[config.mk]
export PLATFORM = sky130hd
export DESIGN_NAME = epoch_seconds_to_calendar_core
export DESIGN_NICKNAME = d
export VERILOG_FILES = /design/src/rtl/core/esc_pkg.sv /design/src/rtl/core/esc_div.sv /design/src/rtl/core/epoch_seconds_to_calendar_core.sv
export SDC_FILE = /design/constraint.sdc
export NUM_CORES = 1
export LEC_CHECK = 0
export ABC_CLOCK_PERIOD_IN_PS = 17600
export CELL_PAD_IN_SITES_DETAIL_PLACEMENT = 1
export CELL_PAD_IN_SITES_GLOBAL_PLACEMENT = 2
export CORE_MARGIN = 2
export CORE_UTILIZATION = 44
export DETAILED_ROUTE_END_ITERATION = 12
export DONT_BUFFER_PORTS = 1
export GPL_TIMING_DRIVEN = 0
export HOLD_SLACK_MARGIN = 0.08
export PLACE_DENSITY = 0.88
export SETUP_SLACK_MARGIN = 0.02
export SLEW_MARGIN = 25
export SYNTH_ARGS = -nofsm -noshare
export SYNTH_HDL_FRONTEND = slang
export SYNTH_HIERARCHICAL = 1
export SYNTH_SLANG_ARGS = --single-unit
[constraint.sdc]
create_clock -name clk -period 17.6 [get_ports clk]
set_input_delay 1.76 -clock clk [delete_from_list [all_inputs] [get_ports clk]]
set_output_delay 1.76 -clock clk [all_outputs]
set_load 0.01 [all_outputs]
[src/rtl/core/esc_pkg.sv]
package esc_pkg;

    localparam logic [5:0] SEC_PER_MIN   = 6'd60;
    localparam logic [5:0] MIN_PER_HOUR  = 6'd60;
    localparam logic [5:0] HOUR_PER_DAY  = 6'd24;

    // Reciprocals scaled by 2^34 and rounded up, exact for any 30-bit numerator:
    // by 15 (by 60 once the two low bits are dropped) and by 24.
    localparam logic [30:0] RECIP_15 = 31'd1145324613;
    localparam logic [30:0] RECIP_24 = 31'd715827883;

    localparam logic [8:0] DAYS_LEAP_YEAR   = 9'd366;
    localparam logic [8:0] DAYS_COMMON_YEAR = 9'd365;

    // 1970 mod 4 == 2, so offset mod 4 == 2 marks a multiple of four.
    localparam logic [1:0] LEAP_OFFSET_MOD4 = 2'd2;
    // 2100 is the only non-leap century inside 1970..2106 (2000 is leap).
    localparam logic [7:0] YEAR_OFFSET_2100 = 8'd130;

    localparam logic [3:0] MONTH_FEB = 4'd1;

    typedef struct packed {
        logic       start;
        logic [5:0] divisor;
    } div_req_t;

    typedef struct packed {
        logic       done;
        logic [5:0] rem;
    } div_rsp_t;

    function automatic logic [4:0] month_days(input logic [3:0] mon, input logic leap);
        logic [4:0] len;
        begin
            case (mon)
                4'd0:      len = 5'd31;
                MONTH_FEB: len = leap ? 5'd29 : 5'd28;
                4'd2:      len = 5'd31;
                4'd3:      len = 5'd30;
                4'd4:      len = 5'd31;
                4'd5:      len = 5'd30;
                4'd6:      len = 5'd31;
                4'd7:      len = 5'd31;
                4'd8:      len = 5'd30;
                4'd9:      len = 5'd31;
                4'd10:     len = 5'd30;
                4'd11:     len = 5'd31;
                default:   len = 5'd31;
            endcase
            return len;
        end
    endfunction

endpackage

[src/rtl/core/esc_div.sv]
// Shared divide-by-constant unit, by 60 or by 24, through a scaled reciprocal.
// From start to done, the operands, then the product, then quotient and remainder are registered.
module esc_div (
    input  logic              clk,
    input  logic              rst_n,
    input  esc_pkg::div_req_t req,
    input  logic [31:0]       dividend,
    output esc_pkg::div_rsp_t rsp,
    output logic [31:0]       quotient
);
    import esc_pkg::*;

    logic        mul_reg;
    logic        fin_reg;
    logic        done_reg;
    logic        by24_reg;
    logic [31:0] num_reg;
    logic [60:0] prod_reg;
    logic [31:0] quo_reg;
    logic [5:0]  rem_reg;

    logic [29:0] mul_a;
    logic [30:0] mul_b;
    logic [31:0] quo_full;
    logic [31:0] quo_by_div;
    logic [31:0] rem_full;

    // by 60 is by 15 on the numerator less its two low bits; by 24 sees < 2^21
    assign mul_a      = by24_reg ? num_reg[29:0] : num_reg[31:2];
    assign mul_b      = by24_reg ? RECIP_24 : RECIP_15;
    assign quo_full   = {5'd0, prod_reg[60:34]};
    assign quo_by_div = by24_reg ? (quo_full << 4) + (quo_full << 3)
                                 : (quo_full << 6) - (quo_full << 2);
    assign rem_full   = num_reg - quo_by_div;

    always_ff @(posedge clk or negedge rst_n)
    begin
        if (!rst_n)
        begin
            mul_reg  <= 1'b0;
            fin_reg  <= 1'b0;
            done_reg <= 1'b0;
        end
        else
        begin
            mul_reg  <= req.start;
            fin_reg  <= mul_reg;
            done_reg <= fin_reg;
        end
    end

    always_ff @(posedge clk)
    begin
        if (req.start)
        begin
            num_reg  <= dividend;
            by24_reg <= (req.divisor == HOUR_PER_DAY);
        end
        if (mul_reg)
            prod_reg <= {31'd0, mul_a} * {30'd0, mul_b};
        if (fin_reg)
        begin
            quo_reg <= quo_full;
            rem_reg <= rem_full[5:0];
        end
    end

    assign rsp.done = done_reg;
    assign rsp.rem  = rem_reg;
    assign quotient = quo_reg;

endmodule

[src/rtl/core/epoch_seconds_to_calendar_core.sv]
// Converts an unsigned 32-bit count of seconds since 1970-01-01 00:00:00 into
// second, minute, hour, day of month (from 1), month (from 1) and year offset
// from 1970, Gregorian rules, covering every input up to 2106-02-07 06:28:15.
// One beat is worked at a time: in_ready is high only while the sequencer is
// idle. The time-of-day split runs three passes (by 60, 60, 24) through one
// shared reciprocal-multiply divider; after that whole years, then whole
// months, are subtracted from the day count one per cycle, each walk ending
// with a final compare that subtracts nothing, and then the output register
// is loaded once it is free. The next input beat can be taken the cycle after
// that load. Since the result sits in an output register, a finished beat can
// wait on out_ready while the next input is taken; a second finished result
// then holds the core until the first leaves.
// No configuration.
module epoch_seconds_to_calendar_core (
    input  logic        clk,
    input  logic        rst_n,
    input  logic        in_valid,
    output logic        in_ready,
    input  logic [31:0] epoch_seconds,
    output logic        out_valid,
    input  logic        out_ready,
    output logic [5:0]  second,
    output logic [5:0]  minute,
    output logic [4:0]  hour,
    output logic [4:0]  day_of_month,
    output logic [3:0]  month,
    output logic [7:0]  year_offset
);
    import esc_pkg::*;

    typedef enum logic [2:0] {
        S_IDLE,
        S_SEC,
        S_MIN,
        S_HR,
        S_YEAR,
        S_MONTH,
        S_DONE
    } state_t;

    state_t      state_reg;
    logic        out_valid_reg;

    // working registers
    logic [15:0] days_reg;
    logic [7:0]  yr_reg;
    logic [3:0]  mon_reg;
    logic [5:0]  sec_reg;
    logic [5:0]  min_reg;
    logic [4:0]  hr_reg;

    // output registers
    logic [5:0]  second_reg;
    logic [5:0]  minute_reg;
    logic [4:0]  hour_reg;
    logic [4:0]  dom_reg;
    logic [3:0]  month_reg;
    logic [7:0]  year_reg;

    div_req_t    div_req;
    div_rsp_t    div_rsp;
    logic [31:0] div_dividend;
    logic [31:0] div_quo;

    logic        leap;
    logic [8:0]  year_len;
    logic [4:0]  mon_len;
    logic        in_beat;
    logic        out_load;

    esc_div u_div (
        .clk      (clk),
        .rst_n    (rst_n),
        .req      (div_req),
        .dividend (div_dividend),
        .rsp      (div_rsp),
        .quotient (div_quo)
    );

    assign in_ready = (state_reg == S_IDLE);
    assign in_beat  = in_valid && in_ready;
    assign out_load = (state_reg == S_DONE) && (!out_valid_reg || out_ready);

    assign leap     = (yr_reg[1:0] == LEAP_OFFSET_MOD4) && (yr_reg != YEAR_OFFSET_2100);
    assign year_len = leap ? DAYS_LEAP_YEAR : DAYS_COMMON_YEAR;
    assign mon_len  = month_days(mon_reg, leap);

    // Divider command: chain the three passes, each quotient is the next dividend.
    always_comb
    begin
        div_req.start   = 1'b0;
        div_req.divisor = SEC_PER_MIN;
        div_dividend    = epoch_seconds;
        unique case (state_reg) inside
            S_IDLE:
            begin
                div_req.start = in_beat;
            end
            S_SEC:
            begin
                div_req.start   = div_rsp.done;
                div_req.divisor = MIN_PER_HOUR;
                div_dividend    = div_quo;
            end
            S_MIN:
            begin
                div_req.start   = div_rsp.done;
                div_req.divisor = HOUR_PER_DAY;
                div_dividend    = div_quo;
            end
            S_HR, S_YEAR, S_MONTH, S_DONE:
            begin
                div_req.start = 1'b0;
            end
            default:
            begin
                div_req.start = 1'b0;
            end
        endcase
    end

    always_ff @(posedge clk or negedge rst_n)
    begin
        if (!rst_n)
        begin
            state_reg     <= S_IDLE;
            out_valid_reg <= 1'b0;
        end
        else
        begin
            if (out_load)
                out_valid_reg <= 1'b1;
            else if (out_ready)
                out_valid_reg <= 1'b0;

            unique case (state_reg)
                S_IDLE:
                begin
                    if (in_beat)
                        state_reg <= S_SEC;
                end
                S_SEC:
                begin
                    if (div_rsp.done)
                    begin
                        sec_reg   <= div_rsp.rem;
                        state_reg <= S_MIN;
                    end
                end
                S_MIN:
                begin
                    if (div_rsp.done)
                    begin
                        min_reg   <= div_rsp.rem;
                        state_reg <= S_HR;
                    end
                end
                S_HR:
                begin
                    if (div_rsp.done)
                    begin
                        hr_reg    <= div_rsp.rem[4:0];
                        days_reg  <= div_quo[15:0];   // at most 49710 days
                        yr_reg    <= 8'd0;
                        state_reg <= S_YEAR;
                    end
                end
                S_YEAR:
                begin
                    if (days_reg >= {7'd0, year_len})
                    begin
                        days_reg <= days_reg - {7'd0, year_len};
                        yr_reg   <= yr_reg + 8'd1;
                    end
                    else
                    begin
                        mon_reg   <= 4'd0;
                        state_reg <= S_MONTH;
                    end
                end
                S_MONTH:
                begin
                    // day count is below the year length, so this ends by December
                    if (days_reg >= {11'd0, mon_len})
                    begin
                        days_reg <= days_reg - {11'd0, mon_len};
                        mon_reg  <= mon_reg + 4'd1;
                    end
                    else
                    begin
                        state_reg <= S_DONE;
                    end
                end
                S_DONE:
                begin
                    if (out_load)
                    begin
                        second_reg <= sec_reg;
                        minute_reg <= min_reg;
                        hour_reg   <= hr_reg;
                        dom_reg    <= days_reg[4:0] + 5'd1;
                        month_reg  <= mon_reg + 4'd1;
                        year_reg   <= yr_reg;
                        state_reg  <= S_IDLE;
                    end
                end
                default:
                begin
                    state_reg <= S_IDLE;
                end
            endcase
        end
    end

    assign out_valid    = out_valid_reg;
    assign second       = second_reg;
    assign minute       = minute_reg;
    assign hour         = hour_reg;
    assign day_of_month = dom_reg;
    assign month        = month_reg;
    assign year_offset  = year_reg;

endmodule

==> flow_summary.ini <==
[status]
status = completed

[global_route]
antenna_found_initial = 6
grt_pass1_wl_um = 94500
grt_pass1_vias = 16500
grt_max_degree = 29
gr-usage-all-layers_pct = 24.8
grt_overflow_total = 0

[sta]
fin_crit_ps = 9840
rsz0062_at_grt = no
fin_crit_sh_pct = 55.9
worstMarginPinSlew_ps = 998
fin_worst_hold_slack_ps = 411
fmax_mhz = 102
fin_ws_ps = 7760
fin_setup_tns_ps = 0
hold_viol = 0
setup_viol = 0
maxSlewViolCount = 0
relSlewSlack_pct = 32.6
clock_skew_ps = 19.4

[synthesis]
ys_types = 81
synth-main-ff-cell = edfxtp_1
syn_avg_cell_area_um2 = 10.6
synth_seq_cells = 179
syn_inst = 2059
synthArstFlopShare_pct = 3.91
syn_area_mm2 = 0.0218
ys_seq_area_share_pct = 24.5
synth_edf_count = 172
synth_warnings = 6

[clock_tree]
htree_levels = 4
clock_sinks = 179
cts_buffer_depth = 2
postCtsSetupBuffers = 0
worst_skew_pair.late_latency_ps = 460
clock-root-buffer = clkbuf_16
cts_tree = yes
cts_hold_buf = 0
cts_buffers = 17
cts.clk_slew.worst_paths_ps = 80
cts_resized = 0

[floorplan]
initial_core_util_pct = 44.5
row_count = 81
die_area_mm2 = 0.0513
die_w_um = 227
fp.dieH_um = 227
io_pins = 72
core_mm2 = 0.0490

[critical_path]
crit_arrival_ps = 10010
startpoint_type = flop
r2r_slack_ps = 7760
cp_max_fo = 10
critPathKind = reg -> reg
end_kind = flop
cp.required_ps = 17770

[flow_run]
maxCapViolCount = 0

[placed_design]
io_buffers = 0
place_ws_ps = 8070
hpwl_um = 53200
place.gp.congestion = 0.931

[final_layout]
nNetsFinal = 2774
seqCellArea_mm2 = 0.00534
largest_reg_flops = 32
fillers = 5429
drive_gt1_share_pct = 5.99
area.growth.synth_to_final_pct = 8.18
multi_input_area_mm2 = 0.0145

[detailed_routing]
drt_iter0_markers = 694
firstDrtPassIters = 5
wl_per_cell_um = 21.5
vias = 14600
viasPerCell = 5.18
drcViolationCount = 0
wl_um = 60600
ant_nets = 0

[pwr]
ir_drop_mv = 0.278
powerDensity_mw_per_mm2 = 130
p_leak_nw = 11.4

[min_path]
hold_class = reg -> reg
==> cells in the mapped netlist (3+ instances only) <==
master	count	area (um2)
dfrtp_1	7	175
nand4_1	14	87.6
fa_1	314	6290
xnor2_1	41	359
ha_1	285	3570
and3_1	15	93.8
edfxtp_1	172	5160
o21ai_0	59	295
or2_2	15	93.8
o22ai_1	5	31.3
clkbuf_1	34	128
buf_2	9	45.0
o21a_1	6	45.0
inv_1	498	1870
conb_1	4	15.0
a311oi_1	4	35.0
or3_1	8	50.1
o221ai_1	3	26.3
nand3b_1	3	22.5
nor2b_1	22	138
buf_4	6	45.0
nor3_1	17	85.1
o21bai_1	8	60.1
nand2b_1	13	81.3
mux2_2	33	372
nand3_1	28	140
o211ai_1	11	82.6
o311ai_0	3	26.3
a21boi_0	3	22.5
a211oi_1	11	82.6
xor2_1	27	236
a31oi_1	10	62.6
nor2_1	62	233
nand2_1	125	469
a21o_1	24	180
a21oi_1	84	420
nor4_1	5	31.3
and2_1	15	93.8
a221oi_1	3	26.3
o31ai_1	3	22.5
==> power by group <==
part / total [mW] / internal [mW] / leakage [nW] / switching [mW]
combinational: 2.13 / 0.717 / 9.40 / 1.42
sequential: 0.520 / 0.520 / 1.64 / 0.0000000000000000132
clock: 0.414 / 0.224 / 0.314 / 0.190
total: 3.07 / 1.46 / 11.4 / 1.61
==> kinds of logic (layout without fill, tap and decap cells) <==
| kind of cell | Yosys count | count (layout) | share of synthesized area (%) |
|---|---|---|---|
| adders and majority gates | 599 | 599 | 45.2 |
| buffers and inverters | 552 | 591 | 9.80 |
| and+or+nand+nor | 360 | 360 | 8.24 |
| AOI/OAI and AO/OA | 262 | 262 | 7.64 |
| DFF | 179 | 179 | 24.5 |
| xor gates and xnor gates | 68 | 68 | 2.73 |
| muxes | 35 | 35 | 1.80 |
| other | 4 | 60 | 0.0689 |
==> worst max-delay path: stages (launching register included) <==
cell and delay (ps):
edfxtp_1 340, buf_6 150, clkbuf_1 540, clkbuf_1 580
nand2_1 200, nand2_1 260, ha_1 320, fa_1 570
inv_1 100, fa_1 630, inv_1 130, fa_1 530
fa_1 590, fa_1 450, fa_1 490, inv_1 50
fa_1 470, inv_1 40, ha_1 360, nand3_2 140
nor2_1 470, nand3_1 140, o32ai_1 770, nor2_1 160
o31a_2 380, o21ai_2 160, xor2_1 530
==> cell type report <==
| type | instances | area share [%] |
|---|---|---|
| well taps | 664 | 3.52 |
| plain buffers | 53 | 1.11 |
| repair buffers | 7 | 0.350 |
| flip-flops and latches | 179 | 22.7 |
| multi-input cells | 1382 | 61.6 |
| clock buffers | 18 | 1.86 |
| diodes | 2 | 0.0212 |
| inverters | 499 | 7.95 |
| clock inverters | 14 | 0.871 |
==> per-stage QoR <==
step / total power [mW] / area (um2) / util [%] / instances
after floorplan: 1.90 / 22000 / - / 2113
after global placement: 2.61 / 22800 / 46.6 / 2777
after detailed placement: 2.66 / 22900 / 46.8 / 2784
after CTS: 3.09 / 23600 / 48.1 / 2816
after global routing: 3.33 / 23600 / 48.1 / 2818
final: 3.07 / 23600 / 48.1 / 2818
==> worst paths after layout <==
kind | cells after the start | from | endpoint
max reg2reg | 26 | u_div/by24_reg$_DFFE_PP_ | u_div/prod_reg[43]$_DFFE_PP_
max | 26 | u_div/by24_reg$_DFFE_PP_ | u_div/prod_reg[43]$_DFFE_PP_
min in group asynchronous | 0 | rst_n | out_valid$_DFFE_PN0P_
min reg2reg | 0 | sec_reg[1]$_DFFE_PP_ | second[1]$_DFFE_PP_
min | 0 | sec_reg[1]$_DFFE_PP_ | second[1]$_DFFE_PP_
max in group asynchronous | 0 | rst_n | u_div/fin_reg$_DFF_PN0_
==> per-layer routing <==
metal,GRT usage [%],share of wire [%]
met4,8.30,3.2
met5,0,0.020
met2,42.4,50
met3,4.34,4.4
met1,31.9,42
==> cell usage in the layout, fill, tap and decap left out, types with 17 or more instances in the layout <==
cell type,instances
o21ai_0,59
xnor2_1,41
mux2_2,33
a21oi_1,84
ha_1,285
clkbuf_16,17
nor2_1,62
xor2_1,27
nor2b_1,22
nand3_1,28
inv_1,498
nand2_1,125
conb_1,58
a21o_1,24
nor3_1,17
edfxtp_1,172
fa_1,314
clkbuf_1,34
(Power assumes the default switching activity.)
